## config.mk

```make
export PLATFORM = sky130hd
export DESIGN_NAME = battery_fuel_gauge_core
export DESIGN_NICKNAME = d
export VERILOG_FILES = /design/src/rtl/bfg_pkg.sv /design/src/rtl/bfg_lane.sv /design/src/rtl/bfg_merge.sv /design/src/rtl/bfg_ocv.sv /design/src/rtl/battery_fuel_gauge_core.sv
export SDC_FILE = /design/constraint.sdc
export NUM_CORES = 2
export LEC_CHECK = 0
export BUFFER_PORTS_ARGS = -buffer_cell sky130_fd_sc_hd__buf_4
export CAP_MARGIN = 30
export CORE_MARGIN = 2
export CORE_UTILIZATION = 60
export CTS_CLUSTER_DIAMETER = 60
export DETAILED_ROUTE_END_ITERATION = 8
export GPL_TIMING_DRIVEN = 1
export PLACE_DENSITY = 0.88
export SYNTH_ARGS = -nofsm -noshare
export SYNTH_HDL_FRONTEND = slang
export SYNTH_SLANG_ARGS = --single-unit
export TNS_END_PERCENT = 20
```

## constraint.sdc

```tcl
create_clock -name clk -period 10.65 [get_ports clk]
set_clock_uncertainty 0.2 [all_clocks]
set_input_delay 2.13 -clock clk [delete_from_list [all_inputs] [get_ports clk]]
set_output_delay 2.13 -clock clk [all_outputs]
set_load 0.005 [all_outputs]
```

## src/rtl/bfg_pkg.sv

```systemverilog
package bfg_pkg;

  localparam int unsigned SAMPLE_W     = 12;
  localparam int unsigned SAMPLE_COUNT = 8;
  localparam int unsigned MID_LO       = SAMPLE_COUNT / 4;
  localparam int unsigned MID_COUNT    = SAMPLE_COUNT / 2;
  localparam int unsigned RANK_W       = $clog2(SAMPLE_COUNT);
  localparam int unsigned ADC_BITS_DEF = 12;

  localparam int unsigned MV_W   = 13;
  localparam int unsigned PCT_W  = 7;
  localparam int unsigned STAT_W = 2;
  localparam int unsigned REF_W  = 12;
  localparam int unsigned DIV_W  = 7;

  localparam int unsigned CFG_DATA_W = 32;
  localparam int unsigned PADDR_W    = 5;
  localparam int unsigned REG_IDX_W  = PADDR_W - 2;

  localparam logic [REG_IDX_W-1:0] REG_REFERENCE = 3'd0;
  localparam logic [REG_IDX_W-1:0] REG_DIVIDER   = 3'd1;
  localparam logic [REG_IDX_W-1:0] REG_FULL      = 3'd2;
  localparam logic [REG_IDX_W-1:0] REG_EMPTY     = 3'd3;
  localparam logic [REG_IDX_W-1:0] REG_LOW       = 3'd4;

  localparam logic [REF_W-1:0] REFERENCE_RST = 12'd3300;
  localparam logic [DIV_W-1:0] DIVIDER_RST   = 7'd20;
  localparam logic [MV_W-1:0]  FULL_RST      = 13'd4200;
  localparam logic [MV_W-1:0]  EMPTY_RST     = 13'd3000;
  localparam logic [PCT_W-1:0] LOW_RST       = 7'd20;

  localparam logic [STAT_W-1:0] STAT_DISCHARGING = 2'd0;
  localparam logic [STAT_W-1:0] STAT_CHARGING    = 2'd1;
  localparam logic [STAT_W-1:0] STAT_FULL        = 2'd2;

  localparam logic [PCT_W-1:0] PCT_MAX = 7'd100;

  // divide by ten: multiply by ceil(2^35 / 10), keep bits from 35 up
  localparam int unsigned   DIV10_W     = 32;
  localparam int unsigned   DIV10_SHIFT = 35;
  localparam logic [DIV10_W-1:0] DIV10_RECIP = 32'hCCCC_CCCD;

  localparam int unsigned OCV_POINTS = 11;
  localparam int unsigned SEG_W      = $clog2(OCV_POINTS - 1);

  localparam logic [MV_W-1:0] OCV_MV [OCV_POINTS] = '{
    13'd4200, 13'd4060, 13'd3980, 13'd3920, 13'd3870, 13'd3820,
    13'd3790, 13'd3770, 13'd3730, 13'd3690, 13'd3000
  };

  localparam logic [PCT_W-1:0] OCV_PCT [OCV_POINTS] = '{
    7'd100, 7'd90, 7'd80, 7'd70, 7'd60, 7'd50,
    7'd40, 7'd30, 7'd20, 7'd10, 7'd0
  };

  // reciprocal of each segment span, ceil(2^RECIP_K / span)
  localparam int unsigned RECIP_K = 24;
  localparam int unsigned RECIP_W = 20;
  localparam logic [RECIP_W-1:0] OCV_RECIP [OCV_POINTS-1] = '{
    RECIP_W'(((1 << RECIP_K) + 140 - 1) / 140),
    RECIP_W'(((1 << RECIP_K) + 80 - 1) / 80),
    RECIP_W'(((1 << RECIP_K) + 60 - 1) / 60),
    RECIP_W'(((1 << RECIP_K) + 50 - 1) / 50),
    RECIP_W'(((1 << RECIP_K) + 50 - 1) / 50),
    RECIP_W'(((1 << RECIP_K) + 30 - 1) / 30),
    RECIP_W'(((1 << RECIP_K) + 20 - 1) / 20),
    RECIP_W'(((1 << RECIP_K) + 40 - 1) / 40),
    RECIP_W'(((1 << RECIP_K) + 40 - 1) / 40),
    RECIP_W'(((1 << RECIP_K) + 690 - 1) / 690)
  };

  typedef logic [SAMPLE_W-1:0] bfg_sample_t;

  typedef struct packed {
    logic [SAMPLE_W-1:0] sample_0;
    logic [SAMPLE_W-1:0] sample_1;
    logic [SAMPLE_W-1:0] sample_2;
    logic [SAMPLE_W-1:0] sample_3;
    logic [SAMPLE_W-1:0] sample_4;
    logic [SAMPLE_W-1:0] sample_5;
    logic [SAMPLE_W-1:0] sample_6;
    logic [SAMPLE_W-1:0] sample_7;
    logic                charging;
    logic                standby;
  } bfg_in_t;

  typedef struct packed {
    logic [MV_W-1:0]   batt_mv;
    logic [PCT_W-1:0]  percent;
    logic [STAT_W-1:0] status;
    logic              low_battery;
  } bfg_out_t;

  typedef struct packed {
    logic lane;
    logic merge;
    logic seg;
    logic est;
  } bfg_step_t;

endpackage

```

## src/rtl/bfg_lane.sv

```systemverilog
module bfg_lane #(
  parameter int unsigned LANE = 0
) (
  input  logic                clk,
  input  bfg_pkg::bfg_step_t  step,
  input  bfg_pkg::bfg_sample_t smp [bfg_pkg::SAMPLE_COUNT],
  output bfg_pkg::bfg_sample_t pick_r
);

  logic [bfg_pkg::RANK_W-1:0] rank;
  logic                       keep;
  bfg_pkg::bfg_sample_t       pick_nxt;

  // stable rank: smaller values first, equal values by lane order
  always_comb begin
    rank = '0;
    for (int j = 0; j < bfg_pkg::SAMPLE_COUNT; j++) begin
      if (j != LANE) begin
        if ((smp[j] < smp[LANE]) || ((j < LANE) && (smp[j] == smp[LANE]))) begin
          rank = rank + 1'b1;
        end
      end
    end
  end

  assign keep = (rank >= bfg_pkg::RANK_W'(bfg_pkg::MID_LO)) &&
                (rank < bfg_pkg::RANK_W'(bfg_pkg::MID_LO + bfg_pkg::MID_COUNT));
  assign pick_nxt = keep ? smp[LANE] : '0;

  always_ff @(posedge clk) begin
    if (step.lane) begin
      pick_r <= pick_nxt;
    end
  end

endmodule

```

## src/rtl/bfg_merge.sv

```systemverilog
module bfg_merge (
  input  logic                 clk,
  input  bfg_pkg::bfg_step_t   step,
  input  bfg_pkg::bfg_sample_t pick [bfg_pkg::SAMPLE_COUNT],
  output bfg_pkg::bfg_sample_t avg_r
);

  localparam int unsigned SUM_W = bfg_pkg::SAMPLE_W + $clog2(bfg_pkg::SAMPLE_COUNT);
  localparam int unsigned AVG_SHIFT = $clog2(bfg_pkg::MID_COUNT);

  logic [SUM_W-1:0]     sum;
  logic [SUM_W-1:0]     sum_shr;
  bfg_pkg::bfg_sample_t avg_nxt;

  always_comb begin
    sum = '0;
    for (int i = 0; i < bfg_pkg::SAMPLE_COUNT; i++) begin
      sum = sum + SUM_W'(pick[i]);
    end
  end

  assign sum_shr = sum >> AVG_SHIFT;
  assign avg_nxt = sum_shr[bfg_pkg::SAMPLE_W-1:0];

  always_ff @(posedge clk) begin
    if (step.merge) begin
      avg_r <= avg_nxt;
    end
  end

endmodule

```

## src/rtl/bfg_ocv.sv

```systemverilog
module bfg_ocv (
  input  logic                       clk,
  input  bfg_pkg::bfg_step_t         step,
  input  logic [bfg_pkg::MV_W-1:0]   mv,
  output logic [bfg_pkg::PCT_W-1:0]  est_r
);

  localparam int unsigned N_W   = bfg_pkg::MV_W + bfg_pkg::PCT_W;
  localparam int unsigned FR_W  = N_W + bfg_pkg::RECIP_W;
  localparam int unsigned LAST  = bfg_pkg::OCV_POINTS - 1;

  logic [bfg_pkg::SEG_W-1:0]  seg_nxt, seg_r;
  logic                       top_nxt, top_r;
  logic                       bot_nxt, bot_r;
  logic [bfg_pkg::MV_W-1:0]   diff;
  logic [bfg_pkg::PCT_W-1:0]  dp;
  logic [N_W-1:0]             n_nxt, n_r;
  logic [FR_W-1:0]            frac_prod;
  logic [bfg_pkg::PCT_W-1:0]  frac;
  logic [bfg_pkg::PCT_W-1:0]  est_nxt;

  assign top_nxt = mv >= bfg_pkg::OCV_MV[0];
  assign bot_nxt = mv <= bfg_pkg::OCV_MV[LAST];

  // first segment whose lower point is at or below mv
  always_comb begin
    seg_nxt = bfg_pkg::SEG_W'(LAST - 1);
    for (int i = LAST - 1; i >= 0; i--) begin
      if (mv >= bfg_pkg::OCV_MV[i+1]) begin
        seg_nxt = bfg_pkg::SEG_W'(i);
      end
    end
  end

  assign diff  = mv - bfg_pkg::OCV_MV[seg_nxt + 1'b1];
  assign dp    = bfg_pkg::OCV_PCT[seg_nxt] - bfg_pkg::OCV_PCT[seg_nxt + 1'b1];
  assign n_nxt = N_W'(diff) * N_W'(dp);

  always_ff @(posedge clk) begin
    if (step.seg) begin
      seg_r <= seg_nxt;
      top_r <= top_nxt;
      bot_r <= bot_nxt;
      n_r   <= n_nxt;
    end
  end

  assign frac_prod = FR_W'(n_r) * FR_W'(bfg_pkg::OCV_RECIP[seg_r]);
  assign frac      = frac_prod[bfg_pkg::RECIP_K +: bfg_pkg::PCT_W];

  always_comb begin
    if (top_r) begin
      est_nxt = bfg_pkg::PCT_MAX;
    end else if (bot_r) begin
      est_nxt = '0;
    end else begin
      est_nxt = bfg_pkg::OCV_PCT[seg_r + 1'b1] + frac;
    end
  end

  always_ff @(posedge clk) begin
    if (step.est) begin
      est_r <= est_nxt;
    end
  end

endmodule

```

## src/rtl/battery_fuel_gauge_core.sv

```systemverilog
// Voltage-based fuel gauge for one Li-ion cell. Each request carries eight raw
// ADC samples and the charger flags and yields one result: clamped voltage in
// mV, state of charge in percent, charger status and the low-battery flag.
// One request is worked on at a time; a new one is taken only after the
// previous one has left the held-percent update, which waits while the
// output register still holds an unread result, and the next request may
// be accepted while a result still waits there. The sequencer steps the
// eight rank lanes, the merge adder, the two scaling multiplies, the
// reciprocal divide by ten, the clamp, the two stages of table
// interpolation and the held-percent update. The registers sit on a
// zero-wait APB port at byte address 4*index: reference mV, divider ratio
// times ten, full mV, empty mV, low percent.
module battery_fuel_gauge_core #(
  parameter int unsigned ADC_BITS = bfg_pkg::ADC_BITS_DEF
) (
  input  logic                              clk,
  input  logic                              rst_n,
  input  logic                              in_valid,
  output logic                              in_ready,
  input  bfg_pkg::bfg_in_t                  in_data,
  output logic                              out_valid,
  input  logic                              out_ready,
  output bfg_pkg::bfg_out_t                 out_data,
  input  logic                              psel,
  input  logic                              penable,
  input  logic                              pwrite,
  input  logic [bfg_pkg::PADDR_W-1:0]       paddr,
  input  logic [bfg_pkg::CFG_DATA_W-1:0]    pwdata,
  output logic [bfg_pkg::CFG_DATA_W-1:0]    prdata,
  output logic                              pready
);

  localparam int unsigned SW       = bfg_pkg::SAMPLE_W;
  localparam int unsigned PROD1_W  = SW + bfg_pkg::REF_W;
  localparam int unsigned VADC_W   = PROD1_W - ADC_BITS;
  localparam int unsigned SCALED_W = VADC_W + bfg_pkg::DIV_W;
  localparam int unsigned QPROD_W  = SCALED_W + bfg_pkg::DIV10_W;
  localparam int unsigned Q_W      = QPROD_W - bfg_pkg::DIV10_SHIFT;
  localparam int unsigned CMP_W    = (Q_W > bfg_pkg::MV_W) ? Q_W : bfg_pkg::MV_W;
  localparam int unsigned BLEND_W  = bfg_pkg::PCT_W + 2;
  localparam logic [SW-1:0] SAMPLE_MASK =
    (ADC_BITS >= SW) ? {SW{1'b1}} : SW'((1 << ADC_BITS) - 1);

  typedef enum logic [9:0] {
    S_IDLE  = 10'b00_0000_0001,
    S_RANK  = 10'b00_0000_0010,
    S_SUM   = 10'b00_0000_0100,
    S_MUL1  = 10'b00_0000_1000,
    S_MUL2  = 10'b00_0001_0000,
    S_DIV   = 10'b00_0010_0000,
    S_CLAMP = 10'b00_0100_0000,
    S_SEG   = 10'b00_1000_0000,
    S_RCP   = 10'b01_0000_0000,
    S_UPD   = 10'b10_0000_0000
  } fsm_state_t;

  fsm_state_t                    state_r, state_nxt;
  bfg_pkg::bfg_in_t              in_r;
  bfg_pkg::bfg_sample_t          smp  [bfg_pkg::SAMPLE_COUNT];
  bfg_pkg::bfg_sample_t          pick [bfg_pkg::SAMPLE_COUNT];
  bfg_pkg::bfg_sample_t          avg;
  bfg_pkg::bfg_step_t            step;
  logic [PROD1_W-1:0]            prod1_r;
  logic [VADC_W-1:0]             vadc;
  logic [SCALED_W-1:0]           scaled_r;
  logic [QPROD_W-1:0]            qprod_r;
  logic [Q_W-1:0]                q;
  logic [CMP_W-1:0]              q_ext;
  logic [bfg_pkg::MV_W-1:0]      mv_hi;
  logic [bfg_pkg::MV_W-1:0]      mv_nxt, mv_r;
  logic [bfg_pkg::PCT_W-1:0]     est;

  logic [bfg_pkg::REF_W-1:0]     ref_r;
  logic [bfg_pkg::DIV_W-1:0]     div_r;
  logic [bfg_pkg::MV_W-1:0]      full_r;
  logic [bfg_pkg::MV_W-1:0]      empty_r;
  logic [bfg_pkg::PCT_W-1:0]     lowp_r;
  logic [bfg_pkg::REG_IDX_W-1:0] reg_idx;
  logic                          cfg_wr;

  logic [bfg_pkg::PCT_W-1:0]     held_pct_r, held_pct_nxt;
  logic                          seen_r;
  logic [BLEND_W-1:0]            blend_sum;
  logic [bfg_pkg::PCT_W-1:0]     blend;
  logic [bfg_pkg::STAT_W-1:0]    status_nxt;
  logic                          upd_go;
  logic                          out_valid_r;
  bfg_pkg::bfg_out_t             out_data_r, out_data_nxt;

  // request intake and sequencer
  assign in_ready = (state_r == S_IDLE);
  assign upd_go   = !out_valid_r || out_ready;

  always_comb begin
    case (state_r)
      S_IDLE:  state_nxt = in_valid ? S_RANK : S_IDLE;
      S_RANK:  state_nxt = S_SUM;
      S_SUM:   state_nxt = S_MUL1;
      S_MUL1:  state_nxt = S_MUL2;
      S_MUL2:  state_nxt = S_DIV;
      S_DIV:   state_nxt = S_CLAMP;
      S_CLAMP: state_nxt = S_SEG;
      S_SEG:   state_nxt = S_RCP;
      S_RCP:   state_nxt = S_UPD;
      S_UPD:   state_nxt = upd_go ? S_IDLE : S_UPD;
      default: state_nxt = S_IDLE;
    endcase
  end

  always_ff @(posedge clk) begin
    if (!rst_n) begin
      state_r <= S_IDLE;
    end else begin
      state_r <= state_nxt;
    end
  end

  always_ff @(posedge clk) begin
    if (in_valid && in_ready) begin
      in_r <= in_data;
    end
  end

  always_comb begin
    smp[0] = in_r.sample_0 & SAMPLE_MASK;
    smp[1] = in_r.sample_1 & SAMPLE_MASK;
    smp[2] = in_r.sample_2 & SAMPLE_MASK;
    smp[3] = in_r.sample_3 & SAMPLE_MASK;
    smp[4] = in_r.sample_4 & SAMPLE_MASK;
    smp[5] = in_r.sample_5 & SAMPLE_MASK;
    smp[6] = in_r.sample_6 & SAMPLE_MASK;
    smp[7] = in_r.sample_7 & SAMPLE_MASK;
  end

  assign step.lane  = (state_r == S_RANK);
  assign step.merge = (state_r == S_SUM);
  assign step.seg   = (state_r == S_SEG);
  assign step.est   = (state_r == S_RCP);

  // rank lanes and middle-four merge
  for (genvar g = 0; g < bfg_pkg::SAMPLE_COUNT; g++) begin : g_lane
    bfg_lane #(
      .LANE (g)
    ) u_lane (
      .clk    (clk),
      .step   (step),
      .smp    (smp),
      .pick_r (pick[g])
    );
  end

  bfg_merge u_merge (
    .clk   (clk),
    .step  (step),
    .pick  (pick),
    .avg_r (avg)
  );

  // scaling to millivolts
  assign vadc = prod1_r[ADC_BITS +: VADC_W];
  assign q    = qprod_r[bfg_pkg::DIV10_SHIFT +: Q_W];

  always_ff @(posedge clk) begin
    if (state_r == S_MUL1) begin
      prod1_r <= PROD1_W'(avg) * PROD1_W'(ref_r);
    end
    if (state_r == S_MUL2) begin
      scaled_r <= SCALED_W'(vadc) * SCALED_W'(div_r);
    end
    if (state_r == S_DIV) begin
      qprod_r <= QPROD_W'(scaled_r) * QPROD_W'(bfg_pkg::DIV10_RECIP);
    end
    if (state_r == S_CLAMP) begin
      mv_r <= mv_nxt;
    end
  end

  // upper clamp first, lower clamp last
  assign q_ext  = CMP_W'(q);
  assign mv_hi  = (q_ext > CMP_W'(full_r)) ? full_r : q_ext[bfg_pkg::MV_W-1:0];
  assign mv_nxt = (mv_hi < empty_r) ? empty_r : mv_hi;

  bfg_ocv u_ocv (
    .clk   (clk),
    .step  (step),
    .mv    (mv_r),
    .est_r (est)
  );

  // held percent update
  assign blend_sum = (BLEND_W'(held_pct_r) << 1) + BLEND_W'(held_pct_r) + BLEND_W'(est);
  assign blend     = blend_sum[BLEND_W-1:2];

  always_comb begin
    if (in_r.standby) begin
      status_nxt   = bfg_pkg::STAT_FULL;
      held_pct_nxt = bfg_pkg::PCT_MAX;
    end else if (in_r.charging) begin
      status_nxt   = bfg_pkg::STAT_CHARGING;
      held_pct_nxt = (est > held_pct_r) ? est : held_pct_r;
    end else begin
      status_nxt = bfg_pkg::STAT_DISCHARGING;
      if (!seen_r) begin
        held_pct_nxt = est;
      end else begin
        held_pct_nxt = (blend < held_pct_r) ? blend : held_pct_r;
      end
    end
  end

  always_comb begin
    out_data_nxt.batt_mv     = mv_r;
    out_data_nxt.percent     = held_pct_nxt;
    out_data_nxt.status      = status_nxt;
    out_data_nxt.low_battery = (held_pct_nxt <= lowp_r) &&
                               (status_nxt == bfg_pkg::STAT_DISCHARGING);
  end

  always_ff @(posedge clk) begin
    if (!rst_n) begin
      held_pct_r  <= bfg_pkg::PCT_MAX;
      seen_r      <= 1'b0;
      out_valid_r <= 1'b0;
    end else if ((state_r == S_UPD) && upd_go) begin
      held_pct_r  <= held_pct_nxt;
      seen_r      <= 1'b1;
      out_valid_r <= 1'b1;
    end else if (out_ready) begin
      out_valid_r <= 1'b0;
    end
  end

  always_ff @(posedge clk) begin
    if ((state_r == S_UPD) && upd_go) begin
      out_data_r <= out_data_nxt;
    end
  end

  assign out_valid = out_valid_r;
  assign out_data  = out_data_r;

  // register port
  assign pready  = 1'b1;
  assign reg_idx = paddr[bfg_pkg::PADDR_W-1:2];
  assign cfg_wr  = psel && penable && pwrite && pready;

  always_ff @(posedge clk) begin
    if (!rst_n) begin
      ref_r   <= bfg_pkg::REFERENCE_RST;
      div_r   <= bfg_pkg::DIVIDER_RST;
      full_r  <= bfg_pkg::FULL_RST;
      empty_r <= bfg_pkg::EMPTY_RST;
      lowp_r  <= bfg_pkg::LOW_RST;
    end else if (cfg_wr) begin
      case (reg_idx)
        bfg_pkg::REG_REFERENCE: ref_r   <= pwdata[bfg_pkg::REF_W-1:0];
        bfg_pkg::REG_DIVIDER:   div_r   <= pwdata[bfg_pkg::DIV_W-1:0];
        bfg_pkg::REG_FULL:      full_r  <= pwdata[bfg_pkg::MV_W-1:0];
        bfg_pkg::REG_EMPTY:     empty_r <= pwdata[bfg_pkg::MV_W-1:0];
        bfg_pkg::REG_LOW:       lowp_r  <= pwdata[bfg_pkg::PCT_W-1:0];
        default: ;
      endcase
    end
  end

  always_comb begin
    case (reg_idx)
      bfg_pkg::REG_REFERENCE: prdata = bfg_pkg::CFG_DATA_W'(ref_r);
      bfg_pkg::REG_DIVIDER:   prdata = bfg_pkg::CFG_DATA_W'(div_r);
      bfg_pkg::REG_FULL:      prdata = bfg_pkg::CFG_DATA_W'(full_r);
      bfg_pkg::REG_EMPTY:     prdata = bfg_pkg::CFG_DATA_W'(empty_r);
      bfg_pkg::REG_LOW:       prdata = bfg_pkg::CFG_DATA_W'(lowp_r);
      default:                prdata = '0;
    endcase
  end

endmodule

```

Yosys cells after proc, flatten, opt, wreduce, memory -nomap -nowiden
Memory sizes are Yosys's and may differ from the RTL's. Index checks and enable logic that the tools add are counted.

ROM bits: 864. Flip-flop bits (word level): 440. Memories kept: 5. Logic and storage cells: 395. Bits of input ports: 142. Memory bits (writable): 0. Latch bits: 0.

Memory list: (name not given) (words 16, width 20, rd ports 1, clocked after Yosys merged registers in 0, wr ports 0, line bfg_ocv.sv:48) `assign frac_prod = FR_W'(n_r) * FR_W'(bfg_pkg::OCV_RECIP[seg_r]);`; (name not given) (words 16, width 13, rd ports 1, clocked after Yosys merged registers in 0, wr ports 0, line bfg_ocv.sv:35) `assign diff = mv - bfg_pkg::OCV_MV[seg_nxt + 1'b1];`; (name not given) (words 16, width 7, rd ports 1, clocked after Yosys merged registers in 0, wr ports 0, line bfg_ocv.sv:36) `assign dp = bfg_pkg::OCV_PCT[seg_nxt] - bfg_pkg::OCV_PCT[seg_nxt + 1'b1];`; (name not given) (words 16, width 7, rd ports 1, clocked after Yosys merged registers in 0, wr ports 0, line bfg_ocv.sv:57) `est_nxt = bfg_pkg::OCV_PCT[seg_r + 1'b1] + frac;`; (name not given) (words 16, width 7, rd ports 1, clocked after Yosys merged registers in 0, wr ports 0, line bfg_ocv.sv:36).

Multiplexer cells: 91. Shift operators: 0. Equal/unequal tests: 42. Bitwise operators: 4. $lt $le $gt $ge: 92. $add $sub $neg: 62. Div/mod/pow operators: 0. Multiply operators: 5. Reductions and logical operators: 52.

Operators by type and width (count): 12-bit < comparator (56); 12-bit equality test (28); 3-bit by 1-bit adder with 3-bit output, second input constant (48); 3-bit 2-to-1 mux (48); 13-bit by 12-bit greater-or-equal comparator with 1-bit output, second input constant (9); 10-bit one-hot mux with 10 select lines (1); 14-bit by 12-bit adder with 14-bit output (6); 7-bit 2-to-1 mux (12); 13-bit one-hot mux with 5 select lines (1); 13-bit 2-to-1 mux (4); 19-bit by 32-bit multiplier with 51-bit output, second input constant (1); 20-bit 2-to-1 mux (2); 4-bit 2-to-1 mux (8); 20-bit by 20-bit multiplier with 31-bit output (1); 1-bit logical OR (29); 3-bit by 2-bit greater-or-equal comparator with 1-bit output, second input constant (8); 3-bit < comparator, second input constant (8); 12-bit by 12-bit multiplier with 24-bit output (1); 5-bit greater-or-equal comparator, second input constant (4); 13-bit by 7-bit multiplier with 20-bit output (1); 4-bit inverter with 5-bit output (4); 12-bit by 7-bit multiplier with 19-bit output (1); 16-bit by 13-bit > comparator with 1-bit output (1); 12-bit by 12-bit adder with 13-bit output (1); 35 further kinds (65).

Logic depth before layout (Yosys ltp)
Word-level depth: 17. Mapped depth: 38.

Cells and area by module
A second synthesis with hierarchy kept.

Cells, all modules: 6831. Area, all modules: 64249.1 µm².

By module, submodules not included: battery_fuel_gauge_core (area each 23406.2 µm², cells an instance 2305, times used 1, seq. area each 6856.6 µm²); bfg_ocv (area each 15956.6 µm², cells an instance 1812, times used 1, seq. area each 960.9 µm²); bfg_lane (g_lane[6].u_lane) (area each 2957.8 µm², cells an instance 330, times used 1, seq. area each 360.3 µm²); bfg_lane (g_lane[4].u_lane) (area each 2910.3 µm², cells an instance 322, times used 1, seq. area each 360.3 µm²); bfg_merge (area each 2909.0 µm², cells an instance 308, times used 1, seq. area each 360.3 µm²); bfg_lane (g_lane[5].u_lane) (area each 2872.8 µm², cells an instance 321, times used 1, seq. area each 360.3 µm²); bfg_lane (g_lane[7].u_lane) (area each 2810.2 µm², cells an instance 298, times used 1, seq. area each 360.3 µm²); bfg_lane (g_lane[1].u_lane) (area each 2732.6 µm², cells an instance 292, times used 1, seq. area each 360.3 µm²); bfg_lane (g_lane[2].u_lane) (area each 2630.0 µm², cells an instance 293, times used 1, seq. area each 360.3 µm²); bfg_lane (g_lane[0].u_lane) (area each 2582.5 µm², cells an instance 273, times used 1, seq. area each 360.3 µm²); bfg_lane (g_lane[3].u_lane) (area each 2481.1 µm², cells an instance 277, times used 1, seq. area each 360.3 µm²).

Least setup slack after synthesis
Ideal clock, no wire load.

Path kind: register to register. Start: register u_ocv.seg_r[0] in the netlist's numbering. End: register u_ocv.est_r[6] in the netlist's numbering (data pin). Slack: 1.887 ns. Data arrival time: 8.304 ns. Path buffers: 3. Cell stages (with the launch flop): 35. Cell sequence: edfxtp_1 > clkbuf_1 > inv_1 > ha_1 > nand2_1 > a21o_1 > clkbuf_1 > buf_1 > nand2_1 > fa_1 > inv_1 > fa_1 > fa_1 > fa_1 > inv_1 > fa_1 > fa_1 > inv_1 > fa_1 > ha_1 > o21ai_0 > o21ai_0 > a211oi_1 > o211ai_1 > o31ai_2 > xnor2_1 > ha_1 > a21o_1 > a21oi_1 > o21bai_1 > a21oi_1 > xnor2_1 > xnor2_1 > xnor2_1 > o21bai_1.

Cells in the longest elaborated chain, start to end: 7.

Ends and longest elaborated chain: start: declaration (line bfg_ocv.sv:12) `logic [bfg_pkg::SEG_W-1:0] seg_nxt, seg_r;`; start signal: assignment (line bfg_ocv.sv:41) `seg_r <= seg_nxt;`; 4-bit inverter with 5-bit output (implied by the code) / 4-bit by 1-bit adder with 4-bit output (equally long branches) (line bfg_ocv.sv:48, bfg_ocv.sv:57); memory read 16 x 20 bit / 4-bit inverter with 5-bit output (equally long branches); 20-bit 2-to-1 mux (implied by the code) / memory read 16 x 7 bit (equally long branches); 20-bit 2-to-1 mux (implied by the code) / 7-bit 2-to-1 mux (equally long branches) (line bfg_ocv.sv:48, bfg_ocv.sv:57); 20-bit by 20-bit multiplier with 31-bit output / 7-bit 2-to-1 mux (equally long branches) (line bfg_ocv.sv:48, bfg_ocv.sv:57); 7-bit adder (*) (line bfg_ocv.sv:57); 7-bit 2-to-1 mux (*) (line bfg_ocv.sv:54) `end else if (bot_r) begin`; end signal: assignment (line bfg_ocv.sv:63) `est_r <= est_nxt;`; end: declaration (line bfg_ocv.sv:5) `output logic [bfg_pkg::PCT_W-1:0] est_r`.

Mark *: on every way between the ends. The rest lies on a longest branch, timed or not. The select of a mux whose other input is x is not followed. A chain may end at the register's enable or synchronous reset.

Worst setup path in the final report
Start: register mv_r[12] in the netlist's numbering. End: register u_ocv.n_r[19] (data pin).

RTL lines: start: declaration (line battery_fuel_gauge_core.sv:70) `logic [bfg_pkg::MV_W-1:0] mv_nxt, mv_r;`; start signal: assignment (line battery_fuel_gauge_core.sv:174) `mv_r <= mv_nxt;`; 13-bit by 12-bit greater-or-equal comparator with 1-bit output (line bfg_ocv.sv:29) `if (mv >= bfg_pkg::OCV_MV[i+1]) begin`; 4-bit 2-to-1 mux (7 in series) (line bfg_ocv.sv:29); 4-bit 2-to-1 mux (*) (line bfg_ocv.sv:29); via u_ocv.seg_nxt, one bit (line bfg_ocv.sv:12); 4-bit by 1-bit adder with 4-bit output (line bfg_ocv.sv:35, bfg_ocv.sv:36); 4-bit inverter with 5-bit output (implied by the code) (line bfg_ocv.sv:35, bfg_ocv.sv:36); memory read 16 x 13 bit / memory read 16 x 7 bit (equally long branches); 13-bit 2-to-1 mux (implied by the code) / 7-bit 2-to-1 mux (equally long branches) (2 in series) (line bfg_ocv.sv:35, bfg_ocv.sv:36); 13-bit subtractor / 7-bit subtractor (equally long branches) (line bfg_ocv.sv:35, bfg_ocv.sv:36); 13-bit by 7-bit multiplier with 20-bit output (*) (line bfg_ocv.sv:37) `assign n_nxt = N_W'(diff) * N_W'(dp);`; via u_ocv.n_nxt[19] (line bfg_ocv.sv:17) `logic [N_W-1:0] n_nxt, n_r;`; end signal: assignment (line bfg_ocv.sv:44) `n_r <= n_nxt;`; end: declaration (line bfg_ocv.sv:17).

The timed path passes the listed nets; every way through them passes the cells marked *. The select of a mux whose other input is x is not followed.

==> impl_metrics.ini <==
[setup_path]
reg2reg_from = mv_r[12]
r2r_cells = 32
worstSetupStartpointType = flop
arrival_ps = 9950
worstSetupPathType = flop to flop
crit_required_ps = 10850
slowest_stage = edfxtp_1
path_max_fanout = 11
cp-end-kind = flop
max_stage_delay_ps = 570
critPathMostFrequentCell = o21ai_0
ff2ff_setup_slack_ps = 900
reg2reg_to = u_ocv.n_r[19]

[timing]
tns_ps = 0
holdWs_ps = 268
finalMaxSlewViolations = 0
post-route-period-util = 0.916
layout_min_cycle_time_ps = 9750
worst_slew_pin_slew_ps = 1120
setup_violations = 0
hold_viol = 0
rsz0062_at_grt = no
fmax_ghz = 0.103
fin_ws_ps = 899
relSlewSlack = 0.252

[cells_and_area]
fin_cells = 6967
fin_nets = 7410
final_area_um2 = 58400
drive_gt1_frac = 0.0612
fillCellCount = 6722
layout_commonest_cell = inv_1
fin_util = 0.648
final_cell_mix = inv_1 (1031), ha_1 (875), fa_1 (638)
area_delta_synth_final_pct = 6.97

[cts]
htreeDepth = 2
cts_buffer_depth = 3
cts_buffers = 43
cts_hold_buf = 0
clkSinkCount = 392
cts-root-buf = clkbuf_16
cts_tree = done
clk-insertion-delay-late_ps = 600
post_cts_buffers = 0
ctsResizeCount = 0
cts.reportedPaths.clkPinSlew_ps = 60

[worst_hold_path]
hold_path_class = flop to flop
worstHoldStart = full_r[1]
whs_endpoint = full_r[1]
hold_depth = 2

[placement]
dp_cells = 6884
placed_cell_area_um2 = 56900
pre_cts_ws_ps = 1030
dp_hpwl_um = 121000
gp_routability_congestion = 1.01
port_buffers = 158

[power]
p_per_area_nw_per_um2 = 139
finalPower_mw = 8.09
ir_drop_mv = 0.199
power_leakage_nw = 28.8

[global_routing]
grt_overflow = 0
grt.total_usage = 0.325
grt_first_pass_wirelength_um = 236000
grt_pass1_vias = 44400
grt_max_degree = 86
antenna_found_initial = 5

[outcome]
outcome = finished clean

[floorplanning]
core_area_um2 = 90100
ios = 200
start_util = 0.605
die_y_um = 306
die_area_um2 = 93400
rows = 110
die-width_um = 306

[routing]
drtPass1Iterations = 8
antenna_left = 0
drc = 0
totalWireLength_um = 150000
wl_per_cell_um = 21.5
drt_iter0_drc = 3444
viasPerCell = 6.04
vias = 42000

[synthesis]
syn_area_per_cell_um2 = 9.66
synth_top_cell_area_share = 0.234
postSynthCellCount = 5651
synth_ff_type = edfxtp_1
yosysWarningCount = 0
ys_seq_elements = 392
synth.cell_area_um2 = 54600
yosysUniqueCellTypes = 93
synthTopCellsByArea = fa_1 (23%), ha_1 (20%), edfxtp_1 (18%)
yosysTopAreaCell = fa_1
synth_edf_count = 321
synth_async_sr_flop_share = 0
ys_seq_area_frac = 0.203

[run]
drv_cap = 0
## cells in the mapped netlist, types with 55 or more instances
cell type     n
xor2_1       56
nor2b_1      92
nand3_1      79
and2_1      232
dfxtp_1      71
xnor2_1     135
a21oi_1     210
nand4_1      81
nand2_1     552
inv_1      1032
edfxtp_1    321
a21o_1      110
clkbuf_1    114
fa_1        638
nor2_1      228
ha_1        875
o21ai_0     129
nor3_1       55
## cell type report
type	count	area (um2)	share of cell area
multi-input cells	4088	39100	0.669
inverters	1035	3890	0.0666
flip-flops and latches	392	11100	0.189
clock inverters	27	282	0.00482
repair buffers	195	1500	0.0256
well taps	1176	1470	0.0252
diodes	3	7.51	0.000129
clock buffers	51	1130	0.0194
## flip-flops by register name, indices dropped and copies added (netlist names), 4 cells and up
| register | flops |
|---|---|
| in_r | 98 |
| g_lane.u_lane.pick_r | 96 |
| out_data | 23 |
| scaled_r | 19 |
| u_ocv.n_r | 19 |
| qprod_r | 16 |
| empty_r | 13 |
| full_r | 13 |
| mv_r | 13 |
| prod1_r | 12 |
| ref_r | 12 |
| u_merge.avg_r | 12 |
| state_r | 10 |
| div_r | 7 |
| held_pct_r | 7 |
| lowp_r | 7 |
| u_ocv.est_r | 7 |
| u_ocv.seg_r | 4 |
## power breakdown
group          leakage [nW]  internal [mW]  switching [mW]
sequential             3.55           2.07           0.127
combinational          24.5           1.87            2.52
clock                 0.682          0.845           0.658
## per-layer routing
metal | track usage | vias to the layer above | part of all wire
li1 | - | 18900 | -
met1 | 0.390 | 20400 | 0.37
met2 | 0.547 | 2065 | 0.47
met3 | 0.0491 | 622 | 0.083
met4 | 0.208 | 4 | 0.073
met5 | 0 | - | 0.00041
## logic make-up after synthesis
family,Yosys count,synth area share
and+or+nand+nor,1493,0.134
DFF,392,0.203
buffers and inverters,1189,0.0839
xor gates and xnor gates,201,0.0346
muxes,60,0.0116
adders and majority gates,1513,0.435
other,2,0.000138
AOI/OAI and AO/OA,801,0.0984
## critical path: cells and delay by family, from the launching register on
family / cells / cell delay, ps
adder cells (fa/ha/maj): 7 / 2780
AO/OA/AOI/OAI: 12 / 2740
AND/OR/NAND/NOR: 10 / 2030
flip-flops: 1 / 570
XOR/XNOR: 3 / 1220
## worst max path at each step
stage | startpoint | to
2_1_floorplan | u_ocv.seg_r[0] | u_ocv.est_r[6]
3_3_place_gp | u_ocv.seg_r[0] | u_ocv.est_r[6]
3_5_place_dp | u_ocv.seg_r[0] | u_ocv.est_r[6]
4_1_cts | u_ocv.seg_r[0] | u_ocv.est_r[6]
5_1_grt | mv_r[12] | u_ocv.n_r[19]
6_report | mv_r[12] | u_ocv.n_r[19]
No activity file was read; power rests on OpenSTA's default activity.
